==> config.mk <==
export PLATFORM = sky130hd
export DESIGN_NAME = keyboard_scancode_translator_flat
export DESIGN_NICKNAME = d
export VERILOG_FILES = /design/src/design/kst_pkg.sv /design/src/design/kst_if.sv /design/src/design/kst_ram.sv /design/src/design/kst_keymap.sv /design/src/design/kst_out_buf.sv /design/src/design/keyboard_scancode_translator.sv /design/src/flat_wrapper.sv
export SDC_FILE = /design/constraint.sdc
export NUM_CORES = 1
export LEC_CHECK = 0
export BUFFER_PORTS_ARGS = -buffer_cell sky130_fd_sc_hd__buf_2
export CELL_PAD_IN_SITES_DETAIL_PLACEMENT = 1
export CELL_PAD_IN_SITES_GLOBAL_PLACEMENT = 1
export CORE_MARGIN = 2
export CORE_UTILIZATION = 52
export DETAILED_ROUTE_END_ITERATION = 10
export HOLD_SLACK_MARGIN = 0.03
export PLACE_DENSITY = 0.81
export SLEW_MARGIN = 20
export SYNTH_ARGS = -nofsm -noshare
export SYNTH_HDL_FRONTEND = slang
export SYNTH_SLANG_ARGS = --single-unit
==> constraint.sdc <==
create_clock -name clk -period 8 [get_ports clk]
set_clock_uncertainty 0.2 [all_clocks]
set_input_delay 0.8 -clock clk [delete_from_list [all_inputs] [get_ports clk]]
set_output_delay 0.8 -clock clk [all_outputs]
set_load 0.01 [all_outputs]
==> src/design/kst_pkg.sv <==
`timescale 1ns / 1ps

package kst_pkg;

    // input item kinds
    localparam logic [1:0] KIND_SCAN  = 2'd0;
    localparam logic [1:0] KIND_POLL  = 2'd1;
    localparam logic [1:0] KIND_START = 2'd2;
    localparam logic [1:0] KIND_NONE  = 2'd3;

    // result types
    localparam logic [1:0] RES_CHAR = 2'd0;
    localparam logic [1:0] RES_BKSP = 2'd1;
    localparam logic [1:0] RES_KBD  = 2'd2;

    // keyboard bytes
    localparam logic [7:0] LED_CMD       = 8'hED;
    localparam logic [7:0] SC_LSHIFT_MK  = 8'h2A;
    localparam logic [7:0] SC_RSHIFT_MK  = 8'h36;
    localparam logic [7:0] SC_LSHIFT_BRK = 8'hAA;
    localparam logic [7:0] SC_RSHIFT_BRK = 8'hB6;
    localparam logic [7:0] SC_CAPS       = 8'h3A;
    localparam logic [7:0] SC_NUM        = 8'h45;
    localparam logic [7:0] SC_SCROLL     = 8'h46;
    localparam logic [7:0] SC_ACK        = 8'hFA;
    localparam logic [7:0] SC_RESEND     = 8'hFE;
    localparam logic [7:0] SC_BKSP       = 8'h0E;

    // lock LED bits
    localparam logic [2:0] LED_SCROLL = 3'b001;
    localparam logic [2:0] LED_NUM    = 3'b010;
    localparam logic [2:0] LED_CAPS   = 3'b100;

    localparam logic [7:0] ASCII_A    = 8'h41;
    localparam logic [7:0] ASCII_Z    = 8'h5A;
    localparam logic [7:0] CASE_DELTA = 8'h20;

    // one result word
    typedef struct packed {
        logic [1:0] result_type;
        logic [7:0] value;
        logic       queue_dropped;
        logic       last;
    } result_t;

    // one queued LED command: 0xED then the LED byte, unless the LED byte was dropped
    typedef struct packed {
        logic [2:0] leds;
        logic       full;
    } pair_t;

    localparam int PAIR_W = $bits(pair_t);

    // unshifted Japanese layout
    function automatic logic [7:0] plain_map(input logic [6:0] idx);
        logic [7:0] c;
        begin
            case (idx)
                7'h02: c = "1";
                7'h03: c = "2";
                7'h04: c = "3";
                7'h05: c = "4";
                7'h06: c = "5";
                7'h07: c = "6";
                7'h08: c = "7";
                7'h09: c = "8";
                7'h0A: c = "9";
                7'h0B: c = "0";
                7'h0C: c = "-";
                7'h0D: c = "^";
                7'h10: c = "Q";
                7'h11: c = "W";
                7'h12: c = "E";
                7'h13: c = "R";
                7'h14: c = "T";
                7'h15: c = "Y";
                7'h16: c = "U";
                7'h17: c = "I";
                7'h18: c = "O";
                7'h19: c = "P";
                7'h1A: c = "@";
                7'h1B: c = "[";
                7'h1E: c = "A";
                7'h1F: c = "S";
                7'h20: c = "D";
                7'h21: c = "F";
                7'h22: c = "G";
                7'h23: c = "H";
                7'h24: c = "J";
                7'h25: c = "K";
                7'h26: c = "L";
                7'h27: c = ";";
                7'h28: c = ":";
                7'h2B: c = "]";
                7'h2C: c = "Z";
                7'h2D: c = "X";
                7'h2E: c = "C";
                7'h2F: c = "V";
                7'h30: c = "B";
                7'h31: c = "N";
                7'h32: c = "M";
                7'h33: c = ",";
                7'h34: c = ".";
                7'h35: c = "/";
                7'h37: c = "*";
                7'h39: c = " ";
                7'h47: c = "7";
                7'h48: c = "8";
                7'h49: c = "9";
                7'h4A: c = "-";
                7'h4B: c = "4";
                7'h4C: c = "5";
                7'h4D: c = "6";
                7'h4E: c = "+";
                7'h4F: c = "1";
                7'h50: c = "2";
                7'h51: c = "3";
                7'h52: c = "0";
                7'h53: c = ".";
                7'h73: c = 8'h5C;
                7'h7D: c = 8'h5C;
                default: c = 8'h00;
            endcase
            return c;
        end
    endfunction

    // shifted layout: only the differing keys, the rest as unshifted
    function automatic logic [7:0] shifted_map(input logic [6:0] idx);
        logic [7:0] c;
        begin
            case (idx)
                7'h02: c = "!";
                7'h03: c = 8'h22;
                7'h04: c = "#";
                7'h05: c = "$";
                7'h06: c = "%";
                7'h07: c = "&";
                7'h08: c = 8'h27;
                7'h09: c = "(";
                7'h0A: c = ")";
                7'h0B: c = "~";
                7'h0C: c = "=";
                7'h0D: c = "~";
                7'h1A: c = 8'h60;
                7'h1B: c = "{";
                7'h27: c = "+";
                7'h28: c = "*";
                7'h2B: c = "}";
                7'h33: c = "<";
                7'h34: c = ">";
                7'h35: c = "?";
                7'h73: c = "_";
                7'h7D: c = "|";
                default: c = plain_map(idx);
            endcase
            return c;
        end
    endfunction

endpackage

==> src/design/kst_if.sv <==
`timescale 1ns / 1ps

// input word channel
interface kst_in_if;
    logic       valid;
    logic       ready;
    logic [1:0] kind;
    logic [7:0] scancode;

    modport source (output valid, output kind, output scancode, input ready);
    modport sink (input valid, input kind, input scancode, output ready);
endinterface

// result word channel
interface kst_out_if;
    logic       valid;
    logic       ready;
    logic [1:0] result_type;
    logic [7:0] value;
    logic       queue_dropped;
    logic       last;

    modport source (output valid, output result_type, output value,
                    output queue_dropped, output last, input ready);
    modport sink (input valid, input result_type, input value,
                  input queue_dropped, input last, output ready);
endinterface

// configuration write channel
interface kst_cfg_if;
    logic       valid;
    logic       ready;
    logic [2:0] initial_leds;

    modport source (output valid, output initial_leds, input ready);
    modport sink (input valid, input initial_leds, output ready);
endinterface

==> src/design/kst_ram.sv <==
`timescale 1ns / 1ps

module kst_ram #(
    parameter int WIDTH = 8,
    parameter int DEPTH = 32
) (
    input  logic                     clk,
    input  logic                     we,
    input  logic [$clog2(DEPTH)-1:0] waddr,
    input  logic [WIDTH-1:0]         wdata,
    input  logic [$clog2(DEPTH)-1:0] raddr,
    output logic [WIDTH-1:0]         rdata
);

    logic [WIDTH-1:0] mem [DEPTH];
    logic [WIDTH-1:0] rdata_reg;

    // one write port, one registered read port
    always_ff @(posedge clk)
    begin
        if (we)
        begin
            mem[waddr] <= wdata;
        end
        rdata_reg <= mem[raddr];
    end

    assign rdata = rdata_reg;

endmodule

==> src/design/kst_keymap.sv <==
`timescale 1ns / 1ps

module kst_keymap
    import kst_pkg::*;
(
    input  logic [7:0] scancode,
    input  logic       shifted,
    input  logic       caps,
    output logic       char_valid,
    output logic [7:0] char_code,
    output logic       bksp
);

    logic [7:0] raw;

    // table lookup for make codes, then case fix for letters
    always_comb
    begin
        if (scancode[7])
        begin
            raw = 8'h00;
        end
        else if (shifted)
        begin
            raw = shifted_map(scancode[6:0]);
        end
        else
        begin
            raw = plain_map(scancode[6:0]);
        end

        if (raw >= ASCII_A && raw <= ASCII_Z && caps == shifted)
        begin
            char_code = raw + CASE_DELTA;
        end
        else
        begin
            char_code = raw;
        end
    end

    assign char_valid = (raw != 8'h00);
    assign bksp       = (scancode == SC_BKSP);

endmodule

==> src/design/kst_out_buf.sv <==
`timescale 1ns / 1ps

module kst_out_buf
    import kst_pkg::*;
(
    input  logic       clk,
    input  logic       rst_n,
    input  logic       load,
    input  logic       res0_valid,
    input  result_t    res0,
    input  logic       res1_valid,
    input  result_t    res1,
    output logic       can_load,
    kst_out_if.source  result
);

    logic    a_valid_reg, a_valid_next;
    logic    b_valid_reg, b_valid_next;
    result_t a_reg, a_next;
    result_t b_reg, b_next;
    logic    take;

    assign take     = a_valid_reg && result.ready;
    // room for two words once the front word leaves
    assign can_load = !b_valid_reg && (!a_valid_reg || result.ready);

    // shift the second word forward, or load a new pair
    always_comb
    begin
        a_valid_next = a_valid_reg;
        b_valid_next = b_valid_reg;
        a_next       = a_reg;
        b_next       = b_reg;
        if (take)
        begin
            a_valid_next = b_valid_reg;
            a_next       = b_reg;
            b_valid_next = 1'b0;
        end
        if (load)
        begin
            a_valid_next = res0_valid;
            a_next       = res0;
            b_valid_next = res1_valid;
            b_next       = res1;
        end
    end

    always_ff @(posedge clk or negedge rst_n)
    begin
        if (!rst_n)
        begin
            a_valid_reg <= 1'b0;
            b_valid_reg <= 1'b0;
        end
        else
        begin
            a_valid_reg <= a_valid_next;
            b_valid_reg <= b_valid_next;
        end
    end

    always_ff @(posedge clk)
    begin
        a_reg <= a_next;
        b_reg <= b_next;
    end

    assign result.valid         = a_valid_reg;
    assign result.result_type   = a_reg.result_type;
    assign result.value         = a_reg.value;
    assign result.queue_dropped = a_reg.queue_dropped;
    assign result.last          = a_reg.last;

endmodule

==> src/design/keyboard_scancode_translator.sv <==
`timescale 1ns / 1ps

// PS/2 set-1 scancode translator. Each accepted word (scancode, idle poll or
// start) is registered, processed once the output buffer can take it and gives
// up to two result words: a character, backspace or resend, then possibly the
// next queued keyboard byte. A word that gives at most one result can follow
// every cycle while the result channel is ready; one that gives two fills the
// two-word output buffer, as the result channel moves one word per cycle.
// Lock keys and start queue 0xED plus the LED byte in a command queue of
// CMD_QUEUE_DEPTH bytes, held in a RAM as one entry per LED command; a byte
// that does not fit is dropped and flagged on that word's results. The next
// queued byte goes out only after 0xFA from the keyboard. No clearing pass is
// needed after reset. initial_leds is loaded on start.

module keyboard_scancode_translator
    import kst_pkg::*;
#(
    parameter int CMD_QUEUE_DEPTH = 32
) (
    input  logic      clk,
    input  logic      rst_n,
    kst_in_if.sink    item,
    kst_out_if.source result,
    kst_cfg_if.sink   cfg
);

    localparam int PTR_W = $clog2(CMD_QUEUE_DEPTH);
    localparam int CNT_W = $clog2(CMD_QUEUE_DEPTH + 1);
    localparam logic [CNT_W-1:0] DEPTH_C  = CNT_W'(CMD_QUEUE_DEPTH);
    localparam logic [CNT_W-1:0] ROOM2_C  = CNT_W'(CMD_QUEUE_DEPTH - 2);
    localparam logic [PTR_W-1:0] PTR_LAST = PTR_W'(CMD_QUEUE_DEPTH - 1);

    // input register
    logic       in_valid_reg;
    logic [1:0] in_kind_reg;
    logic [7:0] in_sc_reg;

    // translator state
    logic [2:0] init_leds_reg;
    logic [1:0] shift_reg, shift_next;
    logic [2:0] leds_reg, leds_next;
    logic       awaiting_reg, awaiting_next;
    logic [7:0] flight_reg, flight_next;

    // command queue control
    logic [PTR_W-1:0] rd_ptr_reg, rd_ptr_next;
    logic [PTR_W-1:0] wr_ptr_reg, wr_ptr_next;
    logic [CNT_W-1:0] bytes_reg, bytes_next;
    logic [CNT_W-1:0] pairs_reg, pairs_next;
    logic             phase_reg, phase_next;
    pair_t            head_reg, head_next;
    logic             head_in_ram_reg, head_in_ram_next;

    logic [PAIR_W-1:0] ram_rdata;
    logic              ram_we;
    logic [PTR_W-1:0]  ram_waddr;
    pair_t             ram_wdata;

    logic       fire;
    logic       can_load;
    logic       char_valid;
    logic [7:0] char_code;
    logic       bksp;

    logic             push_req;
    logic             pushed;
    logic             dropped;
    logic [CNT_W-1:0] bytes_pre;
    pair_t            head_cur;
    logic             item_res_valid;
    result_t          item_res;
    logic             send_valid;
    result_t          send_res;
    logic             res0_valid;
    result_t          res0;
    logic             res1_valid;
    result_t          res1;

    function automatic logic [PTR_W-1:0] ptr_inc(input logic [PTR_W-1:0] p);
        return (p == PTR_LAST) ? '0 : p + 1'b1;
    endfunction

    assign fire       = in_valid_reg && can_load;
    assign item.ready = !in_valid_reg || fire;
    assign cfg.ready  = 1'b1;

    // input register
    always_ff @(posedge clk or negedge rst_n)
    begin
        if (!rst_n)
        begin
            in_valid_reg <= 1'b0;
        end
        else if (item.ready)
        begin
            in_valid_reg <= item.valid;
        end
    end

    always_ff @(posedge clk)
    begin
        if (item.valid && item.ready)
        begin
            in_kind_reg <= item.kind;
            in_sc_reg   <= item.scancode;
        end
    end

    kst_keymap u_keymap (
        .scancode   (in_sc_reg),
        .shifted    (shift_reg != 2'b00),
        .caps       ((leds_reg & LED_CAPS) != 3'b000),
        .char_valid (char_valid),
        .char_code  (char_code),
        .bksp       (bksp)
    );

    kst_ram #(
        .WIDTH (PAIR_W),
        .DEPTH (CMD_QUEUE_DEPTH)
    ) u_queue_ram (
        .clk   (clk),
        .we    (ram_we),
        .waddr (ram_waddr),
        .wdata (ram_wdata),
        .raddr (rd_ptr_next),
        .rdata (ram_rdata)
    );

    assign head_cur = head_in_ram_reg ? pair_t'(ram_rdata) : head_reg;

    // one step: item result, LED command push, then send attempt
    always_comb
    begin
        shift_next       = shift_reg;
        leds_next        = leds_reg;
        awaiting_next    = awaiting_reg;
        flight_next      = flight_reg;
        rd_ptr_next      = rd_ptr_reg;
        wr_ptr_next      = wr_ptr_reg;
        bytes_next       = bytes_reg;
        pairs_next       = pairs_reg;
        phase_next       = phase_reg;
        head_next        = head_cur;
        head_in_ram_next = 1'b0;
        push_req         = 1'b0;
        pushed           = 1'b0;
        dropped          = 1'b0;
        bytes_pre        = bytes_reg;
        ram_we           = 1'b0;
        ram_waddr        = wr_ptr_reg;
        ram_wdata        = '{leds: leds_reg, full: 1'b1};
        item_res_valid   = 1'b0;
        item_res         = '{result_type: RES_CHAR, value: char_code,
                             queue_dropped: 1'b0, last: 1'b1};
        send_valid       = 1'b0;
        send_res         = '{result_type: RES_KBD, value: LED_CMD,
                             queue_dropped: 1'b0, last: 1'b1};

        if (fire)
        begin
            unique case (in_kind_reg)
                KIND_START:
                begin
                    shift_next    = 2'b00;
                    leds_next     = init_leds_reg;
                    awaiting_next = 1'b0;
                    rd_ptr_next   = '0;
                    wr_ptr_next   = '0;
                    bytes_next    = '0;
                    pairs_next    = '0;
                    phase_next    = 1'b0;
                    push_req      = 1'b1;
                end
                KIND_SCAN:
                begin
                    // the item's own result
                    if (char_valid)
                    begin
                        item_res_valid = 1'b1;
                    end
                    else if (bksp)
                    begin
                        item_res_valid       = 1'b1;
                        item_res.result_type = RES_BKSP;
                        item_res.value       = 8'h00;
                    end
                    else if (in_sc_reg == SC_RESEND && awaiting_reg)
                    begin
                        item_res_valid       = 1'b1;
                        item_res.result_type = RES_KBD;
                        item_res.value       = flight_reg;
                    end

                    // modifier, lock and ack bytes
                    unique case (in_sc_reg)
                        SC_LSHIFT_MK:  shift_next = shift_reg | 2'b01;
                        SC_RSHIFT_MK:  shift_next = shift_reg | 2'b10;
                        SC_LSHIFT_BRK: shift_next = shift_reg & 2'b10;
                        SC_RSHIFT_BRK: shift_next = shift_reg & 2'b01;
                        SC_CAPS:
                        begin
                            leds_next = leds_reg ^ LED_CAPS;
                            push_req  = 1'b1;
                        end
                        SC_NUM:
                        begin
                            leds_next = leds_reg ^ LED_NUM;
                            push_req  = 1'b1;
                        end
                        SC_SCROLL:
                        begin
                            leds_next = leds_reg ^ LED_SCROLL;
                            push_req  = 1'b1;
                        end
                        SC_ACK:        awaiting_next = 1'b0;
                        default:       ;
                    endcase
                end
                default: ;
            endcase

            // queue 0xED plus LED byte; one RAM entry per command
            bytes_pre = bytes_next;
            if (push_req)
            begin
                dropped = (bytes_pre > ROOM2_C);
                if (bytes_pre < DEPTH_C)
                begin
                    pushed         = 1'b1;
                    ram_we         = 1'b1;
                    ram_waddr      = wr_ptr_next;
                    ram_wdata.leds = leds_next;
                    ram_wdata.full = (bytes_pre <= ROOM2_C);
                    if (pairs_next == '0)
                    begin
                        head_next = ram_wdata;
                    end
                    wr_ptr_next = ptr_inc(wr_ptr_next);
                    pairs_next  = pairs_next + 1'b1;
                    bytes_next  = bytes_pre + (ram_wdata.full ? CNT_W'(2) : CNT_W'(1));
                end
            end

            // send any head byte when no ack is pending and kind is not NONE
            if (in_kind_reg != KIND_NONE && bytes_next != '0 && !awaiting_next)
            begin
                send_valid     = 1'b1;
                send_res.value = phase_next ? {5'b00000, head_next.leds} : LED_CMD;
                awaiting_next  = 1'b1;
                flight_next    = send_res.value;
                bytes_next     = bytes_next - 1'b1;
                if (!phase_next && head_next.full)
                begin
                    phase_next = 1'b1;
                end
                else
                begin
                    phase_next  = 1'b0;
                    rd_ptr_next = ptr_inc(rd_ptr_next);
                    pairs_next  = pairs_next - 1'b1;
                    if (pushed && pairs_next == CNT_W'(1))
                    begin
                        head_next = ram_wdata;
                    end
                    else if (pairs_next != '0)
                    begin
                        head_in_ram_next = 1'b1;
                    end
                end
            end
        end

        item_res.queue_dropped = dropped;
        send_res.queue_dropped = dropped;
    end

    // pack the words in order for the output buffer
    always_comb
    begin
        res0       = item_res_valid ? item_res : send_res;
        res0.last  = !(item_res_valid && send_valid);
        res0_valid = item_res_valid || send_valid;
        res1       = send_res;
        res1_valid = item_res_valid && send_valid;
    end

    kst_out_buf u_out_buf (
        .clk        (clk),
        .rst_n      (rst_n),
        .load       (fire),
        .res0_valid (res0_valid),
        .res0       (res0),
        .res1_valid (res1_valid),
        .res1       (res1),
        .can_load   (can_load),
        .result     (result)
    );

    // state registers
    always_ff @(posedge clk or negedge rst_n)
    begin
        if (!rst_n)
        begin
            init_leds_reg   <= 3'b000;
            shift_reg       <= 2'b00;
            leds_reg        <= 3'b000;
            awaiting_reg    <= 1'b0;
            flight_reg      <= 8'h00;
            rd_ptr_reg      <= '0;
            wr_ptr_reg      <= '0;
            bytes_reg       <= '0;
            pairs_reg       <= '0;
            phase_reg       <= 1'b0;
            head_in_ram_reg <= 1'b0;
        end
        else
        begin
            if (cfg.valid)
            begin
                init_leds_reg <= cfg.initial_leds;
            end
            shift_reg       <= shift_next;
            leds_reg        <= leds_next;
            awaiting_reg    <= awaiting_next;
            flight_reg      <= flight_next;
            rd_ptr_reg      <= rd_ptr_next;
            wr_ptr_reg      <= wr_ptr_next;
            bytes_reg       <= bytes_next;
            pairs_reg       <= pairs_next;
            phase_reg       <= phase_next;
            head_in_ram_reg <= head_in_ram_next;
        end
    end

    // cached queue head
    always_ff @(posedge clk)
    begin
        head_reg <= head_next;
    end

endmodule

==> src/flat_wrapper.sv <==
// flat-port wrapper written by rule: the top's interface ports become plain ports
module keyboard_scancode_translator_flat import kst_pkg::*;
#(
    parameter int CMD_QUEUE_DEPTH = 32
)
  (clk, rst_n, item_valid, item_kind, item_scancode, item_ready, result_valid, result_result_type, result_value, result_queue_dropped, result_last, result_ready, cfg_valid, cfg_initial_leds, cfg_ready);
  kst_in_if item_i ();
  kst_out_if result_i ();
  kst_cfg_if cfg_i ();
  input  logic clk;
  input  logic rst_n;
  input wire logic [$bits(item_i.valid)-1:0] item_valid;
  input wire logic [$bits(item_i.kind)-1:0] item_kind;
  input wire logic [$bits(item_i.scancode)-1:0] item_scancode;
  output wire logic [$bits(item_i.ready)-1:0] item_ready;
  output wire logic [$bits(result_i.valid)-1:0] result_valid;
  output wire logic [$bits(result_i.result_type)-1:0] result_result_type;
  output wire logic [$bits(result_i.value)-1:0] result_value;
  output wire logic [$bits(result_i.queue_dropped)-1:0] result_queue_dropped;
  output wire logic [$bits(result_i.last)-1:0] result_last;
  input wire logic [$bits(result_i.ready)-1:0] result_ready;
  input wire logic [$bits(cfg_i.valid)-1:0] cfg_valid;
  input wire logic [$bits(cfg_i.initial_leds)-1:0] cfg_initial_leds;
  output wire logic [$bits(cfg_i.ready)-1:0] cfg_ready;
  assign item_i.valid = item_valid;
  assign item_i.kind = item_kind;
  assign item_i.scancode = item_scancode;
  assign item_ready = item_i.ready;
  assign result_valid = result_i.valid;
  assign result_result_type = result_i.result_type;
  assign result_value = result_i.value;
  assign result_queue_dropped = result_i.queue_dropped;
  assign result_last = result_i.last;
  assign result_i.ready = result_ready;
  assign cfg_i.valid = cfg_valid;
  assign cfg_i.initial_leds = cfg_initial_leds;
  assign cfg_ready = cfg_i.ready;
  keyboard_scancode_translator #(.CMD_QUEUE_DEPTH(CMD_QUEUE_DEPTH)) u_core (.clk(clk), .rst_n(rst_n), .item(item_i), .result(result_i), .cfg(cfg_i));
endmodule
== Word level (Yosys, flattened, before mapping) ==
Memories as Yosys holds them, arrays and structs flattened. A register that Yosys moved wholly into a read port is not among the register bits.
Index checks and enable logic that the tools add are counted.
W data, S select, Z words.
Cells by class
  reduce and logical (&&, ||, !) cells: 34
  muxes and demuxes: 93
  equal/unequal tests: 44
  order comparisons: 5
  $add $sub $neg: 7
  bitwise gates (word level): 3
Operator list (number)
  $pmux W8 S21: 1
  $mux W6: 13
  $mux W5: 14
  $mux W4: 12
  $eq A7 B4 Y1 const B: 6
  $eq A7 B6 Y1 const B: 6
  $mux W10: 4
  $mux W8: 5
  $mux W12: 3
  $eq A8 B8 Y1 const B: 4
  $mux W1: 32
  $eq A7 B3 Y1 const B: 4
  $eq A8 B6 Y1 const B: 3
  $eq A8 B7 Y1 const B: 2
  $eq A7 B2 Y1 const B: 2
  $eq A7 B5 Y1 const B: 2
  $eq A7 B7 Y1 const B: 2
  $mux W7: 2
  $logic_and A1 B1 Y1: 12
  $reduce_bool A6 Y1: 2
  $sub A6 B1 Y6 const B: 2
  $add A5 B1 Y5 const B: 2
  $eq A5 B5 Y1 const B: 2
  $ne A2 B2 Y1 const B: 5
  other kinds (30): 44
Storage, ports and cells
  bits in writable memories: 128
  input port bits: 18
  flip-flop bits (word level): 79
  word-level logic and storage cells: 214
  output and inout bits: 15
  memories: 3
  ROM bits: 1792
Memory list
  (no name shown): words 128, bits a word 7, read ports 1, clocked after memory_dff 1, write ports 0, RTL line kst_pkg.sv:58  | case (idx)
  (no name shown): words 128, bits a word 7, read ports 1, clocked after memory_dff 1, write ports 0, RTL line kst_pkg.sv:58
  u_core.u_queue_ram.mem: words 32, bits a word 4, read ports 1, clocked after memory_dff 1, write ports 1, RTL line kst_ram.sv:15  | logic [WIDTH-1:0] mem [DEPTH];

== Longest topological paths before layout ==
  depth after elaboration: 19
  depth in mapped cells: 24
  mapped depth without buffers: 20

== Modules after synthesis ==
Synthesis repeated with hierarchy kept, for this count alone.
Unflattened totals
  cells, all modules: 956
  area, all modules: 11680.0 um2
Modules (own cells, without submodules)
  kst_ram: instances 1, cells an instance 231, area an instance 5138.7 um2
  keyboard_scancode_translator: instances 1, cells an instance 431, area an instance 3786.1 um2
  kst_keymap: instances 1, cells an instance 244, area an instance 1739.2 um2
  kst_out_buf: instances 1, cells an instance 50, area an instance 1016.0 um2

== Worst setup path before layout ==
No wires, ideal clock.
  kind: register to register
  from: register u_core.in_kind_reg[1]
  to: register u_core.u_queue_ram.rdata_reg[2] (netlist: u_core.u_queue_ram.rdata[2]), read port of u_core.u_queue_ram.mem
  arrival: 4853 ps
  required time: 7740 ps
  path buffers: 4
  stages on the path, launching flop included: 24
  path slack: 2887 ps
  cell sequence: edfxtp_1 nand2b_1 buf_2 buf_1 clkbuf_1 a21oi_1 inv_1 ha_1 inv_1 fa_1 nor2_1 a21oi_1 ha_1 a41oi_1 nor2_1 o21bai_1 o22ai_1 nand2_4 a22oi_1 buf_2 o221ai_1 mux2_2 a22oi_2 o221a_1
Between the ends
  longest elaborated chain between the ends: 14
  elaborated cells on any way between the ends: 39
  classes of those cells: add/sub: 2; order compare: 2; eq/ne: 3; mux: 24; reduce/logical: 8
Ends and longest elaborated chain
  start: declaration: RTL line keyboard_scancode_translator.sv:35  | logic [1:0] in_kind_reg;
  start signal: assignment: RTL line keyboard_scancode_translator.sv:104  | in_kind_reg <= item.kind;
  $eq A2 B2 Y1: RTL line keyboard_scancode_translator.sv:162  | unique case (in_kind_reg)
  $mux W6: RTL line keyboard_scancode_translator.sv:162
  $mux W6: RTL line keyboard_scancode_translator.sv:160  | if (fire)
  $le A6 B5 Y1: RTL line keyboard_scancode_translator.sv:234  | ram_wdata.full = (bytes_pre <= ROOM2_C);
  $mux W2: RTL line keyboard_scancode_translator.sv:241  | bytes_next = bytes_pre + (ram_wdata.full ? CNT_W'(2) : CNT_W'(1));
  $add A6 B6 Y6: RTL line keyboard_scancode_translator.sv:241
  $mux W6: RTL line keyboard_scancode_translator.sv:228  | if (bytes_pre < DEPTH_C)
  $mux W6: RTL line keyboard_scancode_translator.sv:225  | if (push_req)
  $mux W6: RTL line keyboard_scancode_translator.sv:160
  $reduce_bool A6 Y1: RTL line keyboard_scancode_translator.sv:246  | if (in_kind_reg != KIND_NONE && bytes_next != '0 && !awaiting_next)
  $logic_and A1 B1 Y1 (2 in a row): RTL line keyboard_scancode_translator.sv:246
  $mux W5 (*): RTL line keyboard_scancode_translator.sv:246
  $mux W5 (*): RTL line keyboard_scancode_translator.sv:160
  end: declaration: RTL line kst_ram.sv:16  | logic [WIDTH-1:0] rdata_reg;
Mark *: on every way between the ends. The rest lies on a longest branch, timed or not. The select of a mux whose other input is x is not followed.
A chain may end at the register's enable or synchronous reset.

== Worst setup path in the final report ==
Same ends and word-level chain as after synthesis.

==> out/metrics.yaml <==
run_status:
  status: "finished, final reports clean"
setup_path:
  crit_end: "u_core.u_queue_ram.rdata[2]$_DFF_P_"
  crit_required_ns: 8.27
  worstRegToRegCells: 22
  r2r_end: "u_core.u_queue_ram.rdata[2]$_DFF_P_"
  r2r_slack_ns: 1.82
  rr_startpoint: "u_core.in_kind_reg[1]$_DFFE_PP_"
  crit_arrival_ns: 6.45
  crit_path_end_kind: "flop"
  path_max_fanout: 17
  path_class: "flop to flop"
  startpoint_type: "flop"
  cp-startpoint: "u_core.in_kind_reg[1]$_DFFE_PP_"
routing:
  top_layer_used: "met5"
  routedWlPerCell_um: 23.23
  wl_met2_mm: 16.40
  routed_wirelength_mm: 34.41
  num_vias: 9629
  dr.pass1.iters: 5
  vias_per_cell: 6.502
  wirelength_met1_mm: 15.40
  drt_iter0_drc: 615
  ant_nets: 0
  drcViolationCount: 0
  route.met3.wl_mm: 1.688
clocking:
  insertion_delay_ns: 0.53
  cts-root-buf: "clkbuf_16"
  ctsLongestPathBuffers: 3
  cts_num_sinks: 210
  clk_pin_slew_ns: 0.06
  cts_tree: "yes"
  cts.hold.buffers_added: 0
  h-tree-depth: 1
  post_cts_buffers: 0
  cts_resized: 0
  cts_buffers: 25
pwr:
  peakVddDrop_uv: 188.7
  internal_power_uw: 2743
  power.switching_uw: 1798
  p_per_area_nw_per_um2: 348.1
  pwr-share-comb_pct: 39.2
  pwr-share-clk_pct: 25.6
  sw_frac_of_total_pct: 39.60
  p_leak_uw: 0.004636
  seqPwrFrac_pct: 35.2
sta:
  worst_slew_pin_slew_ns: 1.028
  relSlewSlack_pct: 31.45
  rsz0062_at_grt: "false"
  finalHoldViolCount: 0
  setup_viol: 0
  finalCriticalPeriod_ns: 6.184
  fin_crit_sh_pct: 77.30
  fmax_ghz: 0.1617
  tns_ns: 0
  slew_violations: 0
  holdWs_ns: 0.2481
floorplan:
  ioPinCount: 33
  coreArea_um2: 22500
  die_w_um: 155.0
  fp-row-count: 55
  die_h_um: 155.0
  initial_core_util_pct: 52.66
  dieArea_um2: 24010
cells_and_area:
  syn_to_final_growth_pct: 10.07
  num_antenna_cells: 0
  drive_gt1_share_pct: 11.37
  nets: 1216
  largest_reg_flops: 128
  layout_commonest_cell: "nand2_1"
  final_area_um2: 13040
  most-common-layout-cells: "nand2_1, edfxtp_1, nor2_1, o21ai_0, mux2i_1"
global_route:
  grt_pass1_vias: 9905
  grt_pass1_wl_mm: 55.46
  grt_max_degree: 66
  grt_use_total_pct: 28.80
  antenna_found_initial: 1
  grt-ovfl-total: 0
placement:
  io_buffers: 31
  placed_area_um2: 12180
  place_congestion: 0.8567
  dp_hpwl_mm: 22.58
flow_run:
  timing.max_cap.violations: 0
yosys:
  synth_top_area_share_pct: 39.28
  synth_area_um2: 11850
  yosysTopAreaCell: "edfxtp_1"
  synth_edf_count: 155
  async_flop_share_pct: 19.05
  synth_flop_cell: "edfxtp_1"
  ys_seq_area_share_pct: 50.26
  synth_cell_types: 85
  syn-num-nets: 1223
  yosysWarnings: 0
  ys_ff_latch: 210
  synth_area_leaders: "edfxtp_1, dfrtp_1, nand2_1"
  avgSynthCellArea_um2: 10.01
  synth_cells: 1184
worst_hold_path:
  hold_class: "primary input to async pin"
==> worst max-delay path: stages, from the launching register on <==
cell and delay (ns):
edfxtp_1 0.37, buf_4 0.21, nor2b_1 0.16, nor4_1 0.60, a21oi_1 0.16, inv_1 0.15, ha_1 0.18, inv_1 0.06
fa_1 0.44, nor2_1 0.11, a21oi_1 0.08, ha_1 0.28, a41oi_1 0.23, nor2_1 0.06, o21bai_1 0.17, o22ai_1 0.54
nand2_4 0.20, a22oi_2 0.75, buf_4 0.35, o221ai_1 0.14, mux2_2 0.30, a22oi_2 0.13, o221a_1 0.22
==> how the worst min path moves through the flow <==
stage	endpoint	slack (ns)	depth (start not counted)
5_1_grt	u_core.in_kind_reg[1]$_DFFE_PP_	0.25	1
3_3_place_gp	u_core.phase_reg$_DFFE_PN0P_	0.26	2
6_report	u_core.u_out_buf.result.valid$_DFFE_PN0P_	0.25	1
2_1_floorplan	u_core.phase_reg$_DFFE_PN0P_	0.24	2
4_1_cts	u_core.in_kind_reg[1]$_DFFE_PP_	0.24	1
3_5_place_dp	u_core.flight_reg[1]$_DFFE_PN0P_	0.27	1
==> cell families after synthesis <==
logic type               count (synthesis)  synth area share, %
buffers and inverters                  117                4.002
other                                    1              0.03165
XOR/XNOR                                26                1.985
multiplexers                            71                6.135
flip-flops                             210                50.26
adder cells (fa/ha/maj)                 21                2.281
AO/OA/AOI/OAI                          318                18.90
AND/OR/NAND/NOR                        420                16.41
==> per-stage QoR <==
stage | setup WS [ns] | total power (uW) | cells | utilization (%)
finish | 1.816 | 4541 | 1481 | 57.97
global route | 1.276 | 4793 | 1481 | 57.97
CTS | 1.838 | 4543 | 1480 | 57.90
detailed placement | 1.921 | 3358 | 1434 | 54.15
global placement | 2.164 | 3278 | 1434 | 54.15
floorplan | 2.887 | 2820 | 1184 | -
==> cell type report <==
cell class                      count  area [um2]
Clock inverter                     19       191.4
Clock buffer                       27       653.1
Inverter                           30       112.6
Multi-Input combinational cell    857        5450
Fill cell                        2475        9459
Sequential cell                   210        5956
Tap cell                          285       356.6
Timing Repair Buffer               53       324.1
==> Yosys cell counts (15+ instances only) <==
master and n:
a21oi_1 55, a32oi_1 36, clkbuf_1 70, dfrtp_1 40
dfxtp_1 15, edfxtp_1 155, ha_1 20, inv_1 29
mux2i_1 58, nand2_1 167, nand3_1 40, nor2_1 103
nor3_1 23, o21ai_0 82, o221ai_1 27, o22ai_1 15
xnor2_1 19
==> power groups by stage <==
stage | Sequential, uW | Clock [uW] | Combinational, uW
4_1_cts | 1600 | 1170 | 1770
5_1_grt | 1620 | 1210 | 1960
2_1_floorplan | 1550 | 0 | 1270
3_3_place_gp | 1600 | 0 | 1670
3_5_place_dp | 1610 | 0 | 1740
6_report | 1600 | 1160 | 1780
==> layer usage <==
| metal | track usage (%) | up-vias |
|---|---|---|
| met5 | 0 | - |
| met4 | 7.981 | 2 |
| met3 | 3.760 | 63 |
| met2 | 47.47 | 304 |
| met1 | 40.30 | 4829 |
| li1 | - | 4431 |
Power figures use the tool's default switching activity.
